<file path="src/design/sdcr_pkg.sv">
// Shared types, constants and byte decode for the serial digit command responder.
`timescale 1ns / 1ps

package sdcr_pkg;

  // Number of digit cells in the display store (valid range 2 to 16).
  localparam int NUM_DIGITS = 8;
  // Digits reported on the result channel.
  localparam int SHOWN_DIGITS = (NUM_DIGITS < 8) ? NUM_DIGITS : 8;

  localparam int DIGIT_W = 4;
  localparam int BYTE_W  = 8;
  localparam int CNT_W   = 8;

  typedef logic [DIGIT_W-1:0] digit_t;
  typedef logic [BYTE_W-1:0]  byte_t;
  typedef logic [CNT_W-1:0]   count_t;

  localparam digit_t BLANK_DIGIT = 4'd10;
  localparam count_t COUNT_MAX   = 8'hFF;

  localparam byte_t CH_CLEAR_C = 8'h43;
  localparam byte_t CH_CLEAR_N = 8'h4E;
  localparam byte_t CH_SKIP_A  = 8'h41;
  localparam byte_t CH_SKIP_T  = 8'h54;
  localparam byte_t CH_CR      = 8'h0D;
  localparam byte_t CH_LF      = 8'h0A;
  localparam byte_t CH_O       = 8'h4F;
  localparam byte_t CH_K       = 8'h4B;
  localparam byte_t NIBBLE_MASK = 8'h0F;

  // Event kinds carried on the input tuser bit.
  localparam logic EV_RX_BYTE = 1'b0;
  localparam logic EV_TX_RDY  = 1'b1;

  typedef enum logic [2:0] {
    PH_IDLE = 3'd0,
    PH_O    = 3'd1,
    PH_K    = 3'd2,
    PH_CR   = 3'd3,
    PH_LF   = 3'd4
  } tx_phase_t;

  typedef enum logic [1:0] {
    CMD_CLEAR,
    CMD_IGNORE,
    CMD_LINE,
    CMD_DIGIT
  } rx_cmd_t;

  // Per-cycle control broadcast to every digit cell.
  typedef struct packed {
    logic clear;
    logic shift;
  } digit_ctl_t;

  // Request into the transmit sequencer.
  typedef struct packed {
    logic step;
    logic tx_ready;
    logic line_feed;
  } tx_req_t;

  // Sequencer state after the step and the character it sends.
  typedef struct packed {
    logic   sent;
    byte_t  ch;
    logic   irq_en;
    logic   rst_req;
    count_t pending;
  } tx_stat_t;

  function automatic rx_cmd_t decode_byte(byte_t b);
    rx_cmd_t cmd;
    if (b == CH_CLEAR_C || b == CH_CLEAR_N) begin
      cmd = CMD_CLEAR;
    end else if (b == CH_SKIP_A || b == CH_SKIP_T || b == CH_CR) begin
      cmd = CMD_IGNORE;
    end else if (b == CH_LF) begin
      cmd = CMD_LINE;
    end else begin
      cmd = CMD_DIGIT;
    end
    return cmd;
  endfunction

endpackage

</file>
<file path="src/design/serial_digit_command_responder_core.sv">
// Top level of the serial digit command responder.
`timescale 1ns / 1ps

// The block takes one serial-port event per request on the input stream and
// returns exactly one result per event on the output stream. in_tuser gives
// the event kind (0 = byte received, 1 = transmitter ready) and in_tdata the
// received byte. A request is accepted every clock cycle for as long as the
// output side keeps up: the only thing that limits throughput is the output
// register, which holds a result until it is taken and lets the next request
// in on the same edge it is taken. Each result appears in the cycle after its
// request is accepted. The digit store is a chain of identical cells, one per
// digit, where each cell takes its lower neighbor's digit on a shift and cell
// 0 takes the low nibble of the received byte; a clear command blanks every
// cell to the value 10 all at once. Line feeds queue "OK", CR, LF responses
// (up to 255 pending) and transmitter-ready events walk the sender through
// those characters; the step after LF sends nothing and returns to idle.
// The result reports the state after the event; there is no start-up sweep.

module serial_digit_command_responder_core (
  input  logic        clk,
  input  logic        rst_n,
  input  logic        in_tvalid,
  output logic        in_tready,
  input  logic [7:0]  in_tdata,   // [7:0] rx_byte
  input  logic        in_tuser,   // [0] func
  output logic        out_tvalid,
  input  logic        out_tready,
  output logic [55:0] out_tdata,  // [7:0] tx_byte, [8] tx_irq_enabled,
                                  // [9] reset_requested, [17:10] pending_count,
                                  // [49:18] display_digits, [55:50] zero
  output logic        out_tuser   // [0] tx_valid
);
  import sdcr_pkg::*;

  logic       accept;
  rx_cmd_t    cmd;
  digit_ctl_t dctl;
  tx_req_t    treq;
  tx_stat_t   tstat;

  digit_t cell_q   [NUM_DIGITS];
  digit_t cell_nxt [NUM_DIGITS];
  digit_t cell_in  [NUM_DIGITS];

  logic [31:0] shown;

  logic        out_valid_r;
  logic [55:0] out_data_r;
  logic        out_user_r;

  // The input is free whenever the output register is empty or drains now.
  assign in_tready = !out_valid_r || out_tready;
  assign accept    = in_tvalid && in_tready;

  assign cmd = decode_byte(in_tdata);

  assign dctl.clear = accept && (in_tuser == EV_RX_BYTE) && (cmd == CMD_CLEAR);
  assign dctl.shift = accept && (in_tuser == EV_RX_BYTE) && (cmd == CMD_DIGIT);

  assign treq.step      = accept;
  assign treq.tx_ready  = (in_tuser == EV_TX_RDY);
  assign treq.line_feed = (cmd == CMD_LINE);

  // Cell 0 takes the low nibble of the byte; every other cell its neighbor.
  assign cell_in[0] = digit_t'(in_tdata & NIBBLE_MASK);

  for (genvar i = 0; i < NUM_DIGITS; i++) begin : g_cell
    if (i > 0) begin : g_link
      assign cell_in[i] = cell_q[i-1];
    end
    sdcr_digit_cell u_cell (
      .clk       (clk),
      .rst_n     (rst_n),
      .ctl       (dctl),
      .digit_in  (cell_in[i]),
      .digit_q   (cell_q[i]),
      .digit_nxt (cell_nxt[i])
    );
  end

  // Only the lowest eight digits are reported; missing positions read zero.
  for (genvar i = 0; i < 8; i++) begin : g_show
    if (i < SHOWN_DIGITS) begin : g_on
      assign shown[DIGIT_W*i +: DIGIT_W] = cell_nxt[i];
    end else begin : g_off
      assign shown[DIGIT_W*i +: DIGIT_W] = '0;
    end
  end

  sdcr_tx_seq u_tx (
    .clk   (clk),
    .rst_n (rst_n),
    .req   (treq),
    .stat  (tstat)
  );

  always_ff @(posedge clk) begin
    if (!rst_n) begin
      out_valid_r <= 1'b0;
    end else if (accept) begin
      out_valid_r <= 1'b1;
    end else if (out_tready) begin
      out_valid_r <= 1'b0;
    end
  end

  always_ff @(posedge clk) begin
    if (accept) begin
      out_user_r <= tstat.sent;
      out_data_r <= {6'd0, shown, tstat.pending, tstat.rst_req, tstat.irq_en, tstat.ch};
    end
  end

  assign out_tvalid = out_valid_r;
  assign out_tdata  = out_data_r;
  assign out_tuser  = out_user_r;

endmodule

</file>
<file path="src/design/sdcr_digit_cell.sv">
// One digit cell of the display store chain.
`timescale 1ns / 1ps

module sdcr_digit_cell (
  input  logic                clk,
  input  logic                rst_n,
  input  sdcr_pkg::digit_ctl_t ctl,
  input  sdcr_pkg::digit_t    digit_in,
  output sdcr_pkg::digit_t    digit_q,
  output sdcr_pkg::digit_t    digit_nxt
);
  import sdcr_pkg::*;

  digit_t digit_r;

  always_comb begin
    priority if (ctl.clear) begin
      digit_nxt = BLANK_DIGIT;
    end else if (ctl.shift) begin
      digit_nxt = digit_in;
    end else begin
      digit_nxt = digit_r;
    end
  end

  always_ff @(posedge clk) begin
    if (!rst_n) begin
      digit_r <= BLANK_DIGIT;
    end else begin
      digit_r <= digit_nxt;
    end
  end

  assign digit_q = digit_r;

endmodule

</file>
<file path="src/design/sdcr_tx_seq.sv">
// Response sequencer: pending count, transmitter enable and the OK-CR-LF sender.
`timescale 1ns / 1ps

module sdcr_tx_seq (
  input  logic               clk,
  input  logic               rst_n,
  input  sdcr_pkg::tx_req_t  req,
  output sdcr_pkg::tx_stat_t stat
);
  import sdcr_pkg::*;

  tx_phase_t phase_r, phase_nxt;
  count_t    pending_r, pending_nxt;
  logic      irq_en_r, irq_en_nxt;
  logic      rst_req_r, rst_req_nxt;
  logic      sent;
  byte_t     ch;

  always_ff @(posedge clk) begin
    if (!rst_n) begin
      phase_r   <= PH_IDLE;
      pending_r <= '0;
      irq_en_r  <= 1'b0;
      rst_req_r <= 1'b0;
    end else begin
      phase_r   <= phase_nxt;
      pending_r <= pending_nxt;
      irq_en_r  <= irq_en_nxt;
      rst_req_r <= rst_req_nxt;
    end
  end

  always_comb begin
    phase_nxt   = phase_r;
    pending_nxt = pending_r;
    irq_en_nxt  = irq_en_r;
    rst_req_nxt = rst_req_r;
    sent        = 1'b0;
    ch          = '0;
    if (req.step) begin
      if (!req.tx_ready) begin
        if (req.line_feed) begin
          if (pending_r != COUNT_MAX) begin
            pending_nxt = pending_r + 1'b1;
          end
          irq_en_nxt  = 1'b1;
          rst_req_nxt = 1'b1;
        end
      end else if (irq_en_r) begin
        unique case (phase_r)
          PH_O: begin
            phase_nxt = PH_K;
            sent      = 1'b1;
            ch        = CH_K;
          end
          PH_K: begin
            phase_nxt = PH_CR;
            sent      = 1'b1;
            ch        = CH_CR;
          end
          PH_CR: begin
            phase_nxt = PH_LF;
            sent      = 1'b1;
            ch        = CH_LF;
          end
          PH_LF: begin
            // Closing step of a response sends nothing.
            phase_nxt = PH_IDLE;
            if (pending_r == '0) begin
              irq_en_nxt = 1'b0;
            end
          end
          default: begin
            if (pending_r != '0) begin
              pending_nxt = pending_r - 1'b1;
            end
            phase_nxt = PH_O;
            sent      = 1'b1;
            ch        = CH_O;
          end
        endcase
      end
    end
  end

  assign stat = '{sent: sent, ch: ch, irq_en: irq_en_nxt, rst_req: rst_req_nxt,
                  pending: pending_nxt};

`ifndef ASSERT_OFF
  // A character only goes out while the transmitter is enabled.
  a_send_needs_enable: assert property (@(posedge clk) disable iff (!rst_n)
    sent |-> irq_en_r)
    else $error("character sent with transmitter disabled");

  // The pending count never wraps from its maximum on a line feed.
  a_pending_saturates: assert property (@(posedge clk) disable iff (!rst_n)
    (req.step && !req.tx_ready && req.line_feed && pending_r == COUNT_MAX)
      |=> (pending_r == COUNT_MAX))
    else $error("pending count wrapped");

  // Once raised, the reset request stays raised.
  a_reset_sticky: assert property (@(posedge clk) disable iff (!rst_n)
    rst_req_r |=> rst_req_r)
    else $error("reset request dropped");

  // The transmitter is never disabled while responses remain.
  a_no_disable_pending: assert property (@(posedge clk) disable iff (!rst_n)
    ($past(irq_en_r) && !irq_en_r) |-> (pending_r == '0))
    else $error("transmitter disabled with responses pending");
`endif

endmodule
</file>
<file path="config.mk">
export PLATFORM = sky130hd
export DESIGN_NAME = serial_digit_command_responder_core
export DESIGN_NICKNAME = d
export VERILOG_FILES = /design/src/design/sdcr_pkg.sv /design/src/design/serial_digit_command_responder_core.sv /design/src/design/sdcr_digit_cell.sv /design/src/design/sdcr_tx_seq.sv
export SDC_FILE = /design/constraint.sdc
export NUM_CORES = 1
export LEC_CHECK = 0
export BUFFER_PORTS_ARGS = -buffer_cell sky130_fd_sc_hd__buf_4
export CORE_MARGIN = 5
export CORE_UTILIZATION = 55
export CTS_BUF_LIST = sky130_fd_sc_hd__clkbuf_16
export DETAILED_ROUTE_END_ITERATION = 8
export PLACE_DENSITY_LB_ADDON = 0.1
export SYNTH_ARGS = -nofsm -noshare
export SYNTH_HDL_FRONTEND = slang
export SYNTH_SLANG_ARGS = --single-unit
</file>
<file path="constraint.sdc">
create_clock -name clk -period 3.2 [get_ports clk]
set_input_delay 0.32 -clock clk [delete_from_list [all_inputs] [get_ports clk]]
set_output_delay 0.32 -clock clk [all_outputs]
set_load 0.02 [all_outputs]
</file>
Word level (Yosys, flattened, before mapping):

Index checks and enable logic that the tools add are counted.

* register bits after elaboration: 97
* logic and storage cells: 88
* bits of input ports: 13
* output and inout port bits: 59

* muxes and demuxes: 40
* add/sub/neg operators: 2
* reductions and logical operators: 16
* bitwise gates (word level): 1
* eq/ne operators: 13

Operators by type and width (number)
* 2-to-1 mux 4 bit: 16
* 2-to-1 mux 8 bit: 7
* == test 8 x 7 -> 1 bit, second input constant: 4
* case mux 7 bit (4 select lines): 1
* == test 8 x 4 -> 1 bit, second input constant: 2
* 2-to-1 mux 1 bit: 13
* case mux 3 bit (4 select lines): 1
* adder 8 x 1 -> 8 bit, second input constant: 1
* logical NOT 8 bit: 1
* != test 8 bit, second input constant: 1
* nonzero test 8 bit: 1
* subtractor 8 x 1 -> 8 bit, second input constant: 1
* == test 3 x 2 -> 1 bit, second input constant: 2
* == test 2 bit, second input constant: 2
* logical AND 1 bit: 4
* logical OR 1 bit: 4
* 2-to-1 mux 2 bit: 2
* OR reduction 4 bit: 1
* == test 3 x 1 -> 1 bit, second input constant: 1
* == test 3 bit, second input constant: 1
* AND reduction 3 bit: 1
* logical NOT 2 bit: 1
* AND reduction 2 bit: 1
* nonzero test 2 bit: 1
* other kinds (2): 2

Longest topological paths before layout:

* word-level depth: 9
* mapped depth: 8
* gate-level depth less buffers: 7

By module:

From an unflattened synthesis, not the netlist that was laid out.

* cell total of the unflattened synthesis: 399
* area total of the unflattened synthesis: 4385.5 um^2

By module, submodules not included
* serial_digit_command_responder_core: times used 1, seq. area each 1551.5 um^2, cells an instance 82, area each 1752.9 um^2
* sdcr_digit_cell: times used 8, seq. area each 80.1 um^2, cells an instance 19, area each 178.9 um^2
* sdcr_tx_seq: times used 1, seq. area each 260.2 um^2, cells an instance 165, area each 1201.2 um^2

Least setup slack after synthesis:

No wires, ideal clock.

* path kind: register to register
* start: register out_valid_r (netlist: out_tvalid)
* end: register out_data_r[16] (netlist: out_tdata[16]), data pin
* arrival: 2746 ps
* setup time: 259 ps
* path buffers: 1
* path slack: 194 ps
* required time: 2941 ps
* stages on the path, launching flop included: 8
* cell sequence: dfxtp_1 > nand2b_1 > clkbuf_1 > nand2_1 > clkinv_1 > and4_1 > o21bai_1 > nand2_1

RTL lines
* from (decl): RTL line serial_digit_command_responder_core.sv:47 `logic out_valid_r;`
* from (signal assigned): RTL line serial_digit_command_responder_core.sv:99 `out_valid_r <= 1'b0;`
* from (signal assigned): RTL line serial_digit_command_responder_core.sv:101 `out_valid_r <= 1'b1;`
* from (signal assigned): RTL line serial_digit_command_responder_core.sv:103 `out_valid_r <= 1'b0;`
* to (signal assigned): RTL line serial_digit_command_responder_core.sv:110 `out_data_r <= {6'd0, shown, tstat.pending, tstat.rst_req, tstat.irq_en, tstat.ch};`
* to (decl): RTL line serial_digit_command_responder_core.sv:48 `logic [55:0] out_data_r;`

==> flow_summary.json <==
{
  "synth_area_leaders": "edfxtp_1, dfxtp_1, mux2i_1",
  "vias_per_cell": 5.48,
  "worstHoldPathType": "in2reg",
  "async_flop_share": 0,
  "yosysSeqAreaShare": 0.582,
  "synthFlopType": "edfxtp_1",
  "peakVddDrop_mv": 0.307,
  "reg2reg_depth": 6,
  "placementRows": 31,
  "slew-limit-headroom": 0.257,
  "finalCritPeriodShare": 0.827,
  "postRouteAntennaNets": 0,
  "critPathMaxFanout": 19,
  "clk_pin_slew_ns": 0.07,
  "initial_core_util": 0.562,
  "synth-edff-count": 48,
  "grt_antenna_before_repair": 0,
  "required_ns": 3.26,
  "yosysMostFrequentCell": "nor2_1",
  "dieWidth_um": 95.9,
  "post-route-util": 0.673,
  "fp.dieH_um": 95.9,
  "layout.cells.non_filler": 542,
  "dpl-instance-area_um2": 4570,
  "hold_buffers": 0,
  "diodes": 0,
  "worst_slew_pin_slew_ns": 1.11,
  "syn_inst": 381,
  "rsz0062_at_grt": "false",
  "drive_gt1_frac": 0.221,
  "drt-pass1-iter-count": 4,
  "setup_ws_ns": 0.552,
  "drv_slew": 0,
  "track_usage": 0.197,
  "p_leak_nw": 1.86,
  "maxCapViolCount": 0,
  "routed_wirelength_um": 8650,
  "via_count": 2969,
  "globalplace.congestion": 0.923,
  "clockRootBuffer": "clkbuf_16",
  "postLayoutCellArea_um2": 4860,
  "path_class": "reg2reg",
  "final-hold-violation-count": 0,
  "max_freq_mhz": 378,
  "dieArea_um2": 9190,
  "dpl.hpwl_um": 6130,
  "yosysTopAreaCell": "edfxtp_1",
  "cts-buffers-inserted": 9,
  "avgSynthCellArea_um2": 10.6,
  "setup-tns-final_ns": 0,
  "synth_cell_types": 51,
  "ys_seq_elements": 94,
  "gr-total-overflow": 0,
  "start_kind": "flop",
  "grt_max_degree": 31,
  "synthToLayoutAreaGrowth_pct": 19.7,
  "status": "finished clean",
  "first_iter_violations": 156,
  "tritoncts": "built",
  "cts.path.max_buffers": 2,
  "ios": 72,
  "endpoint_kind": "flop",
  "cts_sinks": 94,
  "power_density_nw_per_um2": 513,
  "cts-resized-gates": 0,
  "num-fill-cells": 603,
  "htreeDepth": 3,
  "grt_pass1_vias": 2872,
  "cp.arrival_ns": 2.71,
  "core_area_um2": 7210,
  "post_drt_wl_per_cell_um": 16.0,
  "min_period_ns": 2.65,
  "drc": 0,
  "synth_top_area_share": 0.355,
  "fin_worst_skew_ns": 0.00754,
  "synth_warnings": 0,
  "syn_area_um2": 4060,
  "dp_slack_ns": 0.294,
  "synthTopCellsByCount": "nor2_1, edfxtp_1, dfxtp_1, nand2_1, mux2i_1",
  "holdPathStages": 3,
  "insertion_delay_ns": 0.34,
  "port_buffers": 62,
  "dp.cells": 526,
  "grt_first_pass_wirelength_um": 13800,
  "fin_nets": 454,
  "postCtsSetupBuffers": 0,
  "setup_viol": 0
}
## worst paths after layout
path,from,end,slack (ns)
worst max register to register,out_tvalid,out_tdata[48],0.55
worst min register to register,g_cell[7].u_cell.digit_q[1],g_cell[7].u_cell.digit_q[1],0.47
worst max-delay path,out_tvalid,out_tdata[48],0.55
worst min-delay path,in_tvalid,out_tvalid,0.25
## final cells by class
class	instances	area, um^2	area share
flip-flops and latches	94	2360	0.486
multi-input cells	255	1550	0.319
repair buffers	66	495	0.102
clock buffers	9	225	0.0464
well taps	99	124	0.0255
clock inverters	7	57.6	0.0118
inverters	12	45.0	0.00927
## worst max-delay path, stage by stage, from the launching register on
cell	delay, ns
dfxtp_1	0.31
nand2b_1	0.14
o211ai_1	0.21
a211oi_4	0.88
buf_4	0.44
mux2i_1	0.30
nor2_1	0.08
## cells in the final DEF (no fill, tap or decap), types with 4 or more instances in the layout
cell type	n
inv_1	12
nor2_1	51
o21ai_0	4
mux2i_1	33
buf_4	66
nand2_1	46
nor3_1	12
a21oi_1	14
nand2b_1	4
or3b_2	5
edfxtp_1	48
o211ai_1	5
and2_1	5
clkbuf_16	9
dfxtp_1	46
or2_2	4
conb_1	9
nand3_1	7
## power by group
group          total [mW]  internal (mW)  switching, mW  leakage (nW)
clock               0.998          0.536          0.462         0.139
sequential           1.30           1.29         0.0105         0.808
combinational       0.190         0.0669          0.123         0.913
total                2.49           1.90          0.596          1.86
## layer usage
layer	vias to the layer above	wire, um	global-route usage
li1	1458	-	-
met1	1405	3730	0.259
met2	93	4160	0.313
met3	13	624	0.0500
met4	0	133	0.0758
met5	-	0	0
## metrics by stage
| step | hold slack (ns) | power (mW) |
|---|---|---|
| 2_1_floorplan | 0.430 | 1.45 |
| 3_3_place_gp | 0.446 | 1.52 |
| 3_5_place_dp | 0.456 | 1.52 |
| 4_1_cts | 0.251 | 2.50 |
| 5_1_grt | 0.265 | 2.58 |
| 6_report | 0.252 | 2.49 |
## logic make-up (layout without fill, tap and decap cells)
| group | Yosys count | after routing | share of synthesized area |
|---|---|---|---|
| AND/OR/NAND/NOR | 163 | 163 | 0.199 |
| flip-flops | 94 | 94 | 0.582 |
| AO/OA/AOI/OAI | 46 | 46 | 0.0786 |
| buffers and inverters | 40 | 94 | 0.0469 |
| multiplexers | 33 | 33 | 0.0814 |
| adder cells (fa/ha/maj) | 3 | 3 | 0.00925 |
| other | 1 | 9 | 0.000924 |
| XOR/XNOR | 1 | 1 | 0.00216 |
## registers in the layout, summed over array words and instances, names as in the netlist
signal and count:
g_cell.u_cell.digit_q 32, out_tdata 47, out_tuser 1, out_tvalid 1
u_tx.irq_en_r 1, u_tx.pending_r 8, u_tx.phase_r 3, u_tx.rst_req_r 1
Note: power is estimated with default switching activity, not from simulation.
